==> config.mk <==
export PLATFORM = sky130hd
export DESIGN_NAME = spectral_peak_group_detector_flat
export DESIGN_NICKNAME = d
export VERILOG_FILES = /design/src/sv/spgd_pkg.sv /design/src/sv/spgd_bin_if.sv /design/src/sv/spgd_grp_if.sv /design/src/sv/spgd_cfg_if.sv /design/src/sv/spgd_cfg_regs.sv /design/src/sv/spgd_scan.sv /design/src/sv/spectral_peak_group_detector.sv /design/src/flat_wrapper.sv
export SDC_FILE = /design/constraint.sdc
export NUM_CORES = 1
export LEC_CHECK = 0
export BUFFER_PORTS_ARGS = -buffer_cell sky130_fd_sc_hd__buf_4
export CAP_MARGIN = 20
export CORE_MARGIN = 2
export CORE_UTILIZATION = 45
export DETAILED_ROUTE_END_ITERATION = 8
export HOLD_SLACK_MARGIN = 0.05
export PLACE_DENSITY_LB_ADDON = 0.15
export SYNTH_ARGS = -nofsm -noshare
export SYNTH_HDL_FRONTEND = slang
export SYNTH_SLANG_ARGS = --single-unit
==> constraint.sdc <==
create_clock -name i_clk -period 10.1 [get_ports i_clk]
set_input_delay 0.505 -clock i_clk [delete_from_list [all_inputs] [get_ports i_clk]]
set_output_delay 0.505 -clock i_clk [all_outputs]
set_load 0.02 [all_outputs]
==> src/sv/spgd_pkg.sv <==
package spgd_pkg;

    localparam int NUM_BINS   = 4096;

    localparam int MAG_W      = 16;
    localparam int BIN_W      = 12;
    localparam int GAP_W      = 6;
    localparam int CNT_W      = 13;
    localparam int PHASE_W    = 2;
    localparam int CFG_IDX_W  = 2;
    localparam int CFG_DATA_W = 16;

    localparam logic [CFG_IDX_W-1:0] REG_THRESHOLD = 2'd0;
    localparam logic [CFG_IDX_W-1:0] REG_START_BIN = 2'd1;
    localparam logic [CFG_IDX_W-1:0] REG_GAP_LIMIT = 2'd2;

    localparam logic [MAG_W-1:0] THRESHOLD_RST = 16'd32768;
    localparam logic [BIN_W-1:0] START_BIN_RST = 12'd0;
    localparam logic [GAP_W-1:0] GAP_LIMIT_RST = 6'd12;

    localparam logic [PHASE_W-1:0] PH_SEARCH = 2'd0;
    localparam logic [PHASE_W-1:0] PH_GROUP  = 2'd1;
    localparam logic [PHASE_W-1:0] PH_SKIP   = 2'd2;

    localparam int   BIN_SPAN      = 2 ** BIN_W;
    localparam logic LAST_BIN_FITS = ((NUM_BINS - 1) < BIN_SPAN);
    localparam logic [BIN_W-1:0] LAST_BIN = BIN_W'((NUM_BINS - 1) % BIN_SPAN);
    localparam logic [CNT_W-1:0] CNT_MAX  = {CNT_W{1'b1}};

    typedef struct packed {
        logic [MAG_W-1:0] threshold;
        logic [BIN_W-1:0] start_bin;
        logic [GAP_W-1:0] gap_limit;
    } t_cfg;

    typedef struct packed {
        logic             group_valid;
        logic [BIN_W-1:0] first_bin;
        logic [BIN_W-1:0] last_bin;
        logic [BIN_W-1:0] peak_bin;
        logic [MAG_W-1:0] peak_mag;
        logic [CNT_W-1:0] group_index;
        logic             frame_end;
    } t_result;

endpackage

==> src/sv/spgd_bin_if.sv <==
interface spgd_bin_if;
    import spgd_pkg::*;

    logic             valid;
    logic             ready;
    logic [MAG_W-1:0] bin_mag;
    logic             frame_last;

    modport source (output valid, output bin_mag, output frame_last, input ready);
    modport sink   (input valid, input bin_mag, input frame_last, output ready);
endinterface

==> src/sv/spgd_grp_if.sv <==
interface spgd_grp_if;
    import spgd_pkg::*;

    logic             valid;
    logic             ready;
    logic             group_valid;
    logic [BIN_W-1:0] first_bin;
    logic [BIN_W-1:0] last_bin;
    logic [BIN_W-1:0] peak_bin;
    logic [MAG_W-1:0] peak_mag;
    logic [CNT_W-1:0] group_index;
    logic             frame_end;

    modport source (
        output valid, output group_valid, output first_bin, output last_bin,
        output peak_bin, output peak_mag, output group_index, output frame_end,
        input ready
    );
    modport sink (
        input valid, input group_valid, input first_bin, input last_bin,
        input peak_bin, input peak_mag, input group_index, input frame_end,
        output ready
    );
endinterface

==> src/sv/spgd_cfg_if.sv <==
interface spgd_cfg_if;
    import spgd_pkg::*;

    logic                  valid;
    logic                  ready;
    logic [CFG_IDX_W-1:0]  index;
    logic [CFG_DATA_W-1:0] data;

    modport source (output valid, output index, output data, input ready);
    modport sink   (input valid, input index, input data, output ready);
endinterface

==> src/sv/spgd_cfg_regs.sv <==
module spgd_cfg_regs (
    input  logic                           i_clk,
    input  logic                           i_rst_n,
    spgd_cfg_if.sink                       i_cfg,
    output spgd_pkg::t_cfg                 o_cfg
);
    import spgd_pkg::*;

    t_cfg r_cfg;
    t_cfg n_cfg;

    assign i_cfg.ready = 1'b1;
    assign o_cfg       = r_cfg;

    always_comb begin
        n_cfg = r_cfg;
        if (i_cfg.valid) begin
            unique case (i_cfg.index)
                REG_THRESHOLD: n_cfg.threshold = i_cfg.data[MAG_W-1:0];
                REG_START_BIN: n_cfg.start_bin = i_cfg.data[BIN_W-1:0];
                REG_GAP_LIMIT: n_cfg.gap_limit = i_cfg.data[GAP_W-1:0];
                default:       n_cfg = r_cfg;
            endcase
        end
    end

    always_ff @(posedge i_clk) begin
        if (!i_rst_n) begin
            r_cfg.threshold <= THRESHOLD_RST;
            r_cfg.start_bin <= START_BIN_RST;
            r_cfg.gap_limit <= GAP_LIMIT_RST;
        end else begin
            r_cfg <= n_cfg;
        end
    end

endmodule

==> src/sv/spgd_scan.sv <==
module spgd_scan (
    input  logic                       i_clk,
    input  logic                       i_rst_n,
    input  spgd_pkg::t_cfg             i_cfg,
    input  logic                       i_fire,
    input  logic [spgd_pkg::MAG_W-1:0] i_mag,
    input  logic                       i_last,
    output logic                       o_res_valid,
    output spgd_pkg::t_result          o_res
);
    import spgd_pkg::*;

    logic [BIN_W-1:0]   r_bin_counter, n_bin_counter;
    logic [PHASE_W-1:0] r_phase,       n_phase;
    logic [BIN_W-1:0]   r_first,       n_first;
    logic [BIN_W-1:0]   r_last_hit,    n_last_hit;
    logic [GAP_W-1:0]   r_gap,         n_gap;
    logic [BIN_W-1:0]   r_best_bin,    n_best_bin;
    logic [MAG_W-1:0]   r_best_mag,    n_best_mag;
    logic [CNT_W-1:0]   r_groups,      n_groups;

    logic             end_bin;
    logic             hit;
    logic             closed;
    logic [GAP_W-1:0] gap_lim;
    logic [GAP_W-1:0] gap_inc;

    assign end_bin = i_last || (LAST_BIN_FITS && (r_bin_counter == LAST_BIN));
    assign hit     = i_mag > i_cfg.threshold;
    assign gap_lim = (i_cfg.gap_limit == '0) ? GAP_W'(1) : i_cfg.gap_limit;
    assign gap_inc = r_gap + GAP_W'(1);

    always_comb begin
        n_bin_counter = r_bin_counter;
        n_phase       = r_phase;
        n_first       = r_first;
        n_last_hit    = r_last_hit;
        n_gap         = r_gap;
        n_best_bin    = r_best_bin;
        n_best_mag    = r_best_mag;
        n_groups      = r_groups;
        closed        = 1'b0;

        unique case (r_phase)
            PH_GROUP: begin
                if (hit) begin
                    n_last_hit = r_bin_counter;
                    n_gap      = '0;
                    if (i_mag > r_best_mag) begin
                        n_best_mag = i_mag;
                        n_best_bin = r_bin_counter;
                    end
                end else begin
                    n_gap = gap_inc;
                    if (gap_inc >= gap_lim) begin
                        closed  = 1'b1;
                        n_phase = PH_SKIP;
                    end
                end
            end
            PH_SKIP: begin
                n_phase = PH_SEARCH;
            end
            default: begin
                n_phase = PH_SEARCH;
                if (hit && (r_bin_counter >= i_cfg.start_bin)) begin
                    n_first    = r_bin_counter;
                    n_last_hit = r_bin_counter;
                    n_best_bin = r_bin_counter;
                    n_best_mag = i_mag;
                    n_gap      = '0;
                    n_phase    = PH_GROUP;
                end
            end
        endcase

        // result picks up the updated group record
        o_res.group_valid = closed || (n_phase == PH_GROUP);
        if (!end_bin) begin
            o_res.group_valid = 1'b1;
        end
        o_res.first_bin   = o_res.group_valid ? n_first    : '0;
        o_res.last_bin    = o_res.group_valid ? n_last_hit : '0;
        o_res.peak_bin    = o_res.group_valid ? n_best_bin : '0;
        o_res.peak_mag    = o_res.group_valid ? n_best_mag : '0;
        o_res.group_index = r_groups;
        o_res.frame_end   = end_bin;
        o_res_valid       = end_bin || closed;

        if (end_bin) begin
            n_bin_counter = '0;
            n_phase       = PH_SEARCH;
            n_gap         = '0;
            n_groups      = '0;
        end else begin
            if (closed && (r_groups != CNT_MAX)) begin
                n_groups = r_groups + CNT_W'(1);
            end
            n_bin_counter = r_bin_counter + BIN_W'(1);
        end
    end

    always_ff @(posedge i_clk) begin
        if (!i_rst_n) begin
            r_bin_counter <= '0;
            r_phase       <= PH_SEARCH;
            r_first       <= '0;
            r_last_hit    <= '0;
            r_gap         <= '0;
            r_best_bin    <= '0;
            r_best_mag    <= '0;
            r_groups      <= '0;
        end else if (i_fire) begin
            r_bin_counter <= n_bin_counter;
            r_phase       <= n_phase;
            r_first       <= n_first;
            r_last_hit    <= n_last_hit;
            r_gap         <= n_gap;
            r_best_bin    <= n_best_bin;
            r_best_mag    <= n_best_mag;
            r_groups      <= n_groups;
        end
    end

    a_frame_end_clears: assert property (@(posedge i_clk) disable iff (!i_rst_n)
        i_fire && end_bin |=> (r_bin_counter == '0) && (r_groups == '0)
                              && (r_phase == PH_SEARCH))
        else $error("frame end did not clear scan state");

    a_skip_one_bin: assert property (@(posedge i_clk) disable iff (!i_rst_n)
        i_fire && (r_phase == PH_SKIP) |=> (r_phase == PH_SEARCH))
        else $error("skip phase lasted more than one bin");

    a_close_to_skip: assert property (@(posedge i_clk) disable iff (!i_rst_n)
        i_fire && closed && !end_bin |=> (r_phase == PH_SKIP))
        else $error("closed group not followed by skip");

    a_hold_when_idle: assert property (@(posedge i_clk) disable iff (!i_rst_n)
        !i_fire |=> $stable(r_bin_counter) && $stable(r_phase) && $stable(r_groups))
        else $error("scan state moved without a request");

endmodule

==> src/sv/spectral_peak_group_detector.sv <==
// channel   dir  modport          payload
// i_bin     in   spgd_bin_if      bin_mag, frame_last
// o_grp     out  spgd_grp_if      group_valid, first_bin, last_bin, peak_bin,
//                                 peak_mag, group_index, frame_end
// i_cfg     in   spgd_cfg_if      index, data (0 threshold, 1 start_bin, 2 gap_limit)
//
// One bin per cycle sustained while results are not stalled at the output.
// Bin register feeds the compare/count scan logic, result lands in the output register.
// Config writes always accepted (ready tied high), applied the next cycle.
// Reset synchronous, active low; clears control state and config to defaults.
// A stalled result only holds back bins that would produce a result.
module spectral_peak_group_detector (
    input  logic       i_clk,
    input  logic       i_rst_n,
    spgd_bin_if.sink   i_bin,
    spgd_grp_if.source o_grp,
    spgd_cfg_if.sink   i_cfg
);
    import spgd_pkg::*;

    t_cfg    cfg;
    t_result scan_res;
    logic    scan_res_valid;

    logic             r_in_valid;
    logic [MAG_W-1:0] r_in_mag;
    logic             r_in_last;

    logic    r_out_valid;
    t_result r_out;

    logic out_free;
    logic scan_fire;

    assign out_free    = !r_out_valid || o_grp.ready;
    assign scan_fire   = r_in_valid && (!scan_res_valid || out_free);
    assign i_bin.ready = !r_in_valid || scan_fire;

    spgd_cfg_regs u_cfg (
        .i_clk   (i_clk),
        .i_rst_n (i_rst_n),
        .i_cfg   (i_cfg),
        .o_cfg   (cfg)
    );

    spgd_scan u_scan (
        .i_clk       (i_clk),
        .i_rst_n     (i_rst_n),
        .i_cfg       (cfg),
        .i_fire      (scan_fire),
        .i_mag       (r_in_mag),
        .i_last      (r_in_last),
        .o_res_valid (scan_res_valid),
        .o_res       (scan_res)
    );

    always_ff @(posedge i_clk) begin
        if (!i_rst_n) begin
            r_in_valid <= 1'b0;
        end else if (i_bin.ready) begin
            r_in_valid <= i_bin.valid;
        end
    end

    always_ff @(posedge i_clk) begin
        if (i_bin.ready && i_bin.valid) begin
            r_in_mag  <= i_bin.bin_mag;
            r_in_last <= i_bin.frame_last;
        end
    end

    always_ff @(posedge i_clk) begin
        if (!i_rst_n) begin
            r_out_valid <= 1'b0;
        end else if (out_free) begin
            r_out_valid <= scan_fire && scan_res_valid;
        end
    end

    always_ff @(posedge i_clk) begin
        if (out_free && scan_fire && scan_res_valid) begin
            r_out <= scan_res;
        end
    end

    assign o_grp.valid       = r_out_valid;
    assign o_grp.group_valid = r_out.group_valid;
    assign o_grp.first_bin   = r_out.first_bin;
    assign o_grp.last_bin    = r_out.last_bin;
    assign o_grp.peak_bin    = r_out.peak_bin;
    assign o_grp.peak_mag    = r_out.peak_mag;
    assign o_grp.group_index = r_out.group_index;
    assign o_grp.frame_end   = r_out.frame_end;

    a_no_overwrite: assert property (@(posedge i_clk) disable iff (!i_rst_n)
        r_out_valid && !o_grp.ready && scan_res_valid |-> !scan_fire)
        else $error("result register overwritten while stalled");

    a_result_lands: assert property (@(posedge i_clk) disable iff (!i_rst_n)
        scan_fire && scan_res_valid |=> r_out_valid)
        else $error("scanned result not captured");

    a_bin_drains: assert property (@(posedge i_clk) disable iff (!i_rst_n)
        r_in_valid && !scan_res_valid |-> scan_fire)
        else $error("bin without result held back");

endmodule
==> src/flat_wrapper.sv <==
// flat-port wrapper written by rule: the top's interface ports become plain ports
module spectral_peak_group_detector_flat import spgd_pkg::*;
  (i_clk, i_rst_n, i_bin_valid, i_bin_bin_mag, i_bin_frame_last, i_bin_ready, o_grp_valid, o_grp_group_valid, o_grp_first_bin, o_grp_last_bin, o_grp_peak_bin, o_grp_peak_mag, o_grp_group_index, o_grp_frame_end, o_grp_ready, i_cfg_valid, i_cfg_index, i_cfg_data, i_cfg_ready);
  spgd_bin_if i_bin_i ();
  spgd_grp_if o_grp_i ();
  spgd_cfg_if i_cfg_i ();
  input  logic i_clk;
  input  logic i_rst_n;
  input wire logic [$bits(i_bin_i.valid)-1:0] i_bin_valid;
  input wire logic [$bits(i_bin_i.bin_mag)-1:0] i_bin_bin_mag;
  input wire logic [$bits(i_bin_i.frame_last)-1:0] i_bin_frame_last;
  output wire logic [$bits(i_bin_i.ready)-1:0] i_bin_ready;
  output wire logic [$bits(o_grp_i.valid)-1:0] o_grp_valid;
  output wire logic [$bits(o_grp_i.group_valid)-1:0] o_grp_group_valid;
  output wire logic [$bits(o_grp_i.first_bin)-1:0] o_grp_first_bin;
  output wire logic [$bits(o_grp_i.last_bin)-1:0] o_grp_last_bin;
  output wire logic [$bits(o_grp_i.peak_bin)-1:0] o_grp_peak_bin;
  output wire logic [$bits(o_grp_i.peak_mag)-1:0] o_grp_peak_mag;
  output wire logic [$bits(o_grp_i.group_index)-1:0] o_grp_group_index;
  output wire logic [$bits(o_grp_i.frame_end)-1:0] o_grp_frame_end;
  input wire logic [$bits(o_grp_i.ready)-1:0] o_grp_ready;
  input wire logic [$bits(i_cfg_i.valid)-1:0] i_cfg_valid;
  input wire logic [$bits(i_cfg_i.index)-1:0] i_cfg_index;
  input wire logic [$bits(i_cfg_i.data)-1:0] i_cfg_data;
  output wire logic [$bits(i_cfg_i.ready)-1:0] i_cfg_ready;
  assign i_bin_i.valid = i_bin_valid;
  assign i_bin_i.bin_mag = i_bin_bin_mag;
  assign i_bin_i.frame_last = i_bin_frame_last;
  assign i_bin_ready = i_bin_i.ready;
  assign o_grp_valid = o_grp_i.valid;
  assign o_grp_group_valid = o_grp_i.group_valid;
  assign o_grp_first_bin = o_grp_i.first_bin;
  assign o_grp_last_bin = o_grp_i.last_bin;
  assign o_grp_peak_bin = o_grp_i.peak_bin;
  assign o_grp_peak_mag = o_grp_i.peak_mag;
  assign o_grp_group_index = o_grp_i.group_index;
  assign o_grp_frame_end = o_grp_i.frame_end;
  assign o_grp_i.ready = o_grp_ready;
  assign i_cfg_i.valid = i_cfg_valid;
  assign i_cfg_i.index = i_cfg_index;
  assign i_cfg_i.data = i_cfg_data;
  assign i_cfg_ready = i_cfg_i.ready;
  spectral_peak_group_detector u_core (.i_clk(i_clk), .i_rst_n(i_rst_n), .i_bin(i_bin_i), .o_grp(o_grp_i), .i_cfg(i_cfg_i));
endmodule
* Yosys cells after proc, flatten, opt, wreduce, memory -nomap -nowiden
Cells that the tools add are included.
** Operators by class
- Add/sub/neg operators :: 3
- Order comparisons :: 4
- Eq/ne operators :: 8
- Muxes and demuxes :: 30
- Reduce and logical (&&, ||, !) cells :: 26
** Operators by type and width (count)
- 2-to-1 mux 12 bit :: 8
- 2-to-1 mux 16 bit :: 3
- one-hot mux 12 bit (2 select lines) :: 2
- greater-than comparator 16 bit :: 2
- one-hot mux 16 bit (2 select lines) :: 1
- 2-to-1 mux 13 bit :: 2
- 2-to-1 mux 6 bit :: 4
- adder 13 x 1 -> 13 bit (second input constant) :: 1
- inequality test 13 bit (second input constant) :: 1
- adder 12 x 1 -> 12 bit (second input constant) :: 1
- == test 12 bit (second input constant) :: 1
- greater-or-equal comparator 12 bit :: 1
- one-hot mux 6 bit (2 select lines) :: 1
- AND reduction 2 bit :: 4
- logical AND 1 bit :: 7
- adder 6 x 1 -> 6 bit (second input constant) :: 1
- == test 2 x 1 -> 1 bit (second input constant) :: 3
- greater-or-equal comparator 6 bit :: 1
- logical NOT 6 bit :: 1
- logical OR 1 bit :: 6
- 2-to-1 mux 2 bit :: 3
- 2-to-1 mux 1 bit :: 5
- == test 2 bit (second input constant) :: 2
- one-hot mux 2 bit (2 select lines) :: 1
- 7 further kinds :: 9
** Storage, ports and cells
- Register bits after elaboration :: 205
- Input bits :: 40
- Output and inout port bits :: 70
- Logic and storage cells :: 93

* Depth between registers and ports, before layout
- Depth after elaboration :: 12
- Mapped depth :: 12
- Depth with buffers taken out :: 10

* Modules after synthesis
A second synthesis with hierarchy kept.
** Unflattened totals
- Cell total of the unflattened synthesis :: 1064
- Area total of the unflattened synthesis :: 10194.8 um^2
** Modules (own cells, without submodules)
- spgd_scan :: times used 1, cells each 834, area an instance 6224.7 um^2, sequential area each 1701.6 um^2
- spectral_peak_group_detector :: times used 1, cells each 96, area an instance 2640.0 um^2, sequential area each 2562.5 um^2
- spgd_cfg_regs :: times used 1, cells each 134, area an instance 1330.0 um^2, sequential area each 680.7 um^2

* Worst setup path before layout
OpenSTA, ideal clock, no wires.
- Path type :: register to register
- From :: register u_core.r_in_mag[15]
- To :: register u_core.u_scan.r_groups[3]
- Library setup time :: 0.124 ns
- Arrival time :: 5.284 ns
- Required time :: 9.976 ns
- Setup slack :: 4.692 ns
- Cell stages (with the launch flop) :: 10
- Buffers on the path :: 1
- Period minus slack after synthesis :: 5.408 ns
- Path through :: edfxtp_1 ha_1 nand4_1 nor4_1 and4_2 a31oi_4 buf_6 o21ai_1 a21oi_1 a41o_1
** Between the ends
- Cells in the longest elaborated chain, start to end :: 8
- Elaborated cells on any way between the ends :: 10
- Those cells by class :: order compare (1); mux (2); reduce/logical (7)
** RTL lines
- start, declared :: line spectral_peak_group_detector.sv:26 : logic [MAG_W-1:0] r_in_mag;
- start signal, assigned :: line spectral_peak_group_detector.sv:67 : r_in_mag <= i_bin.bin_mag;
- greater-than comparator 16 bit * :: line spgd_scan.sv:29 : assign hit = i_mag > i_cfg.threshold;
- 2-to-1 mux 1 bit * :: line spgd_scan.sv:46 : if (hit) begin
- 2-to-1 mux 1 bit * :: line spgd_scan.sv:44 : unique case (r_phase)
- logical OR 1 bit :: line spgd_scan.sv:88 : o_res_valid = end_bin || closed;
- logical NOT 1 bit :: line spectral_peak_group_detector.sv:36 : assign scan_fire = r_in_valid && (!scan_res_valid || out_free);
- logical OR 1 bit :: line spectral_peak_group_detector.sv:36
- logical AND 1 bit :: line spectral_peak_group_detector.sv:36
- AND reduction 2 bit (no source line) *
- end signal, assigned :: line spgd_scan.sv:121 : r_groups <= n_groups;
- end, declared :: line spgd_scan.sv:20 : logic [CNT_W-1:0] r_groups, n_groups;
Mark *: on every way between the ends. The rest lies on a longest branch, timed or not.
A chain may end at the register's enable or synchronous reset.

* Final worst setup path
- From :: register u_core.u_scan.r_gap[2]
- To :: register u_core.u_scan.r_best_bin[9]
** Between the ends
- Cells in the longest elaborated chain, start to end :: 9
** RTL lines
- start, declared :: line spgd_scan.sv:17 : logic [GAP_W-1:0] r_gap, n_gap;
- start signal, assigned :: line spgd_scan.sv:118 : r_gap <= n_gap;
- adder 6 x 1 -> 6 bit :: line spgd_scan.sv:31 : assign gap_inc = r_gap + GAP_W'(1);
- greater-or-equal comparator 6 bit :: line spgd_scan.sv:55 : if (gap_inc >= gap_lim) begin
- 2-to-1 mux 1 bit :: line spgd_scan.sv:55
- 2-to-1 mux 1 bit :: line spgd_scan.sv:46
- 2-to-1 mux 1 bit :: line spgd_scan.sv:44
- logical OR 1 bit :: line spgd_scan.sv:88
- logical NOT 1 bit :: line spectral_peak_group_detector.sv:36
- logical OR 1 bit :: line spectral_peak_group_detector.sv:36
- logical AND 1 bit :: line spectral_peak_group_detector.sv:36
- end signal, assigned :: line spgd_scan.sv:119 : r_best_bin <= n_best_bin;
- end, declared :: line spgd_scan.sv:18 : logic [BIN_W-1:0] r_best_bin, n_best_bin;
No other way between the ends.

==> impl_metrics.toml <==
[clocking]
cts_tree = "yes"
clockBufferDepth = 3
cts_resized = 0
clk_latency_ns = 0.52
h-tree-depth = 1
cts_made_buffers = 23
cts_root_buffer = "clkbuf_16"
post_cts_buffers = 0
postCtsHoldBufs = 0
clock_sinks = 205
cts.clk_slew.worst_paths_ns = 0.06

[sta]
clock.fmax_ghz = 0.2463
setup_viol = 0
tns_ns = 0
period_share = 0.4020
hold_viol = 0
rsz0062_at_grt = "false"
finClkSkew_ns = 0.01797
holdWs_ns = 0.1733
relSlewSlack = 0.3219
tightest_slew_ns = 1.017
period_needed_ns = 4.060
final-max-slew-violation-count = 0

[global_routing]
grt_usage = 0.2027
grt_first_pass_wirelength_um = 38650
grt.overflow.total = 0
grt_pass1_vias = 7160
grt_max_degree = 67
antenna_found_initial = 0

[yosys]
yosysUniqueCellTypes = 69
synthTopCellsByArea = "edfxtp_1 26%, dfxtp_1 25%, ha_1 7.0%"
netlist_area_um2 = 9867
synth_edf_count = 84
synth-async-reset-ratio = 0
synth_seq_area_share = 0.5011
synth_area_per_cell_um2 = 9.789
synth-seq-cells = 205
yosysTopAreaCell = "edfxtp_1"
syn_inst = 1008
ys_warn_count = 0
synth_fp_nets = 1103
synth_top_area_share = 0.2556
yosys_most_used_dff = "dfxtp_1"

[placement]
portBuffers = 108
dp_hpwl_um = 15640
place.gp.congestion = 0.7837
dpl-instance-area_um2 = 10760

[power_and_ir_drop]
intPower_w = 0.001441
power.leakage_nw = 4.312
total_power_w = 0.001916
pwr-share-seq = 0.466
swShare = 0.2479
vdd_drop_max_uv = 103.2
power_density_nw_per_um2 = 166.2
clkPwrFrac = 0.435
switching_power_w = 0.0004750
p_comb_frac = 0.099

[worst_setup_path]
cp_max_fo = 28
cp.arrival_ns = 4.47
startpoint_type = "flip-flop"
cp.required_ns = 10.51
end_kind = "flip-flop"
critPathKind = "reg -> reg"

[die]
rows = 54
initial_core_util = 0.4549
core_area_um2 = 21690
ios = 110
die_w_um = 152.1
fp.dieH_um = 152.1
dieArea_um2 = 23130

[detailed_routing]
routedWlPerCell_um = 17.62
via_per_inst = 5.629
remaining_drc_errors = 0
drt-initial-drc-count = 506
via_count = 7729
first_pass_iters = 4
postRouteAntennaNets = 0
totalWireLength_um = 24190

[final_layout]
final_nets = 1171
final_common_cell = "dfxtp_1"
drive_gt1_frac = 0.1766
design_area_um2 = 11530
n_fill_cell = 2000
final_util = 0.5316
final_cell_mix = "121 x dfxtp_1, 115 x nand2_1, 115 x buf_4"
syn2layout_area_growth_pct = 16.85
diodes = 0

[run]
maxCapViolations = 0

[min_path]
worstHoldPathType = "in -> reg"

[status]
status = "completed"
==> worst max-delay path, cell delays in order, from the launching register on <==
cell and delay (ns):
dfxtp_1 0.43, nand3_1 0.18, nor2_1 0.18, xor2_1 0.24, ha_1 0.28, a21oi_1 0.24, o31ai_2 0.17, a41oi_4 0.30
o211a_1 0.70, nand4_2 0.80, o22ai_1 0.41
==> cells in the mapped netlist (8+ instances only) <==
cell and instances:
a32oi_1 12, dfxtp_1 121, nand2_1 116, or4_1 9, o22ai_1 14, buf_6 8, a21oi_2 21, edfxtp_1 84
a21oi_1 83, clkbuf_1 42, o31ai_1 8, o21ai_0 32, nand3_1 61, nor2_1 48, buf_2 18, ha_1 55
o32ai_1 15, or3_1 8, and3_1 9, nand4_1 38, inv_1 81, o211ai_1 9, mux2i_1 20, a32o_1 12
==> metrics by stage <==
step / cells / worst slack [ns]
after CTS: 1371 / 6.045
final: 1373 / 6.040
after floorplan: 1008 / 4.692
after detailed placement: 1329 / 6.074
after global routing: 1373 / 5.724
after global placement: 1328 / 6.151
==> final timing paths <==
check,start,endpoint,slack [ns],cells after the start
min,i_bin_bin_mag[8],u_core.r_in_mag[8],0.17,1
max,u_core.u_scan.r_gap[2],u_core.u_scan.r_best_bin[9],6.04,10
max reg2reg,u_core.u_scan.r_gap[2],u_core.u_scan.r_best_bin[9],6.04,10
min reg2reg,u_core.u_cfg.o_cfg[30],u_core.u_cfg.o_cfg[30],0.45,2
==> logic make-up after synthesis <==
kind of cell	share of synthesized area
other cells	0.0003801
simple gates	0.1605
flops	0.5011
compound gates	0.1745
fa+ha+maj	0.06974
mux	0.02029
xor+xnor	0.005326
buf+inv	0.06810
==> per-layer routing <==
metal | vias to the layer above | wire (um) | GRT usage
met1 | 3660 | 11700 | 0.3055
met3 | 40 | 1456 | 0.03080
li1 | 3801 | - | -
met2 | 228 | 10560 | 0.3057
met5 | - | 0 | 0
met4 | 0 | 481 | 0.05118
==> state kept, by name, indices dropped and copies added (netlist names) <==
register                     flops
u_core.u_scan.r_bin_counter     12
u_core.o_grp.peak_bin           12
u_core.u_scan.r_gap              6
u_core.r_in_last                 1
u_core.u_scan.r_best_mag        16
u_core.o_grp.first_bin          12
u_core.r_in_valid                1
u_core.u_scan.r_groups          13
u_core.u_scan.r_phase            2
u_core.u_scan.r_first           12
u_core.u_scan.r_last_hit        12
u_core.o_grp.group_valid         1
u_core.u_cfg.o_cfg              34
u_core.o_grp.group_index        13
u_core.o_grp.last_bin           12
u_core.o_grp.frame_end           1
u_core.o_grp.valid               1
u_core.u_scan.r_best_bin        12
u_core.o_grp.peak_mag           16
u_core.r_in_mag                 16
==> area by class of cell <==
cell class / count / area (um2) / share of cell area
Clock inverter: 9 / 92.59 / 0.008030
Sequential cell: 205 / 4945 / 0.4289
Timing Repair Buffer: 117 / 902.1 / 0.07824
Multi-Input combinational cell: 647 / 4269 / 0.3703
Clock buffer: 33 / 663.1 / 0.05751
Inverter: 82 / 307.8 / 0.02670
Tap cell: 280 / 350.3 / 0.03039
==> power groups by stage <==
stage | logic, W | registers (W) | clock network, W
after CTS | 0.000190 | 0.000893 | 0.000846
after detailed placement | 0.000190 | 0.000911 | 0
final | 0.000190 | 0.000893 | 0.000833
after global routing | 0.000208 | 0.000895 | 0.000882
after global placement | 0.000186 | 0.000911 | 0
after floorplan | 0.000131 | 0.000912 | 0
(Power assumes the default switching activity.)
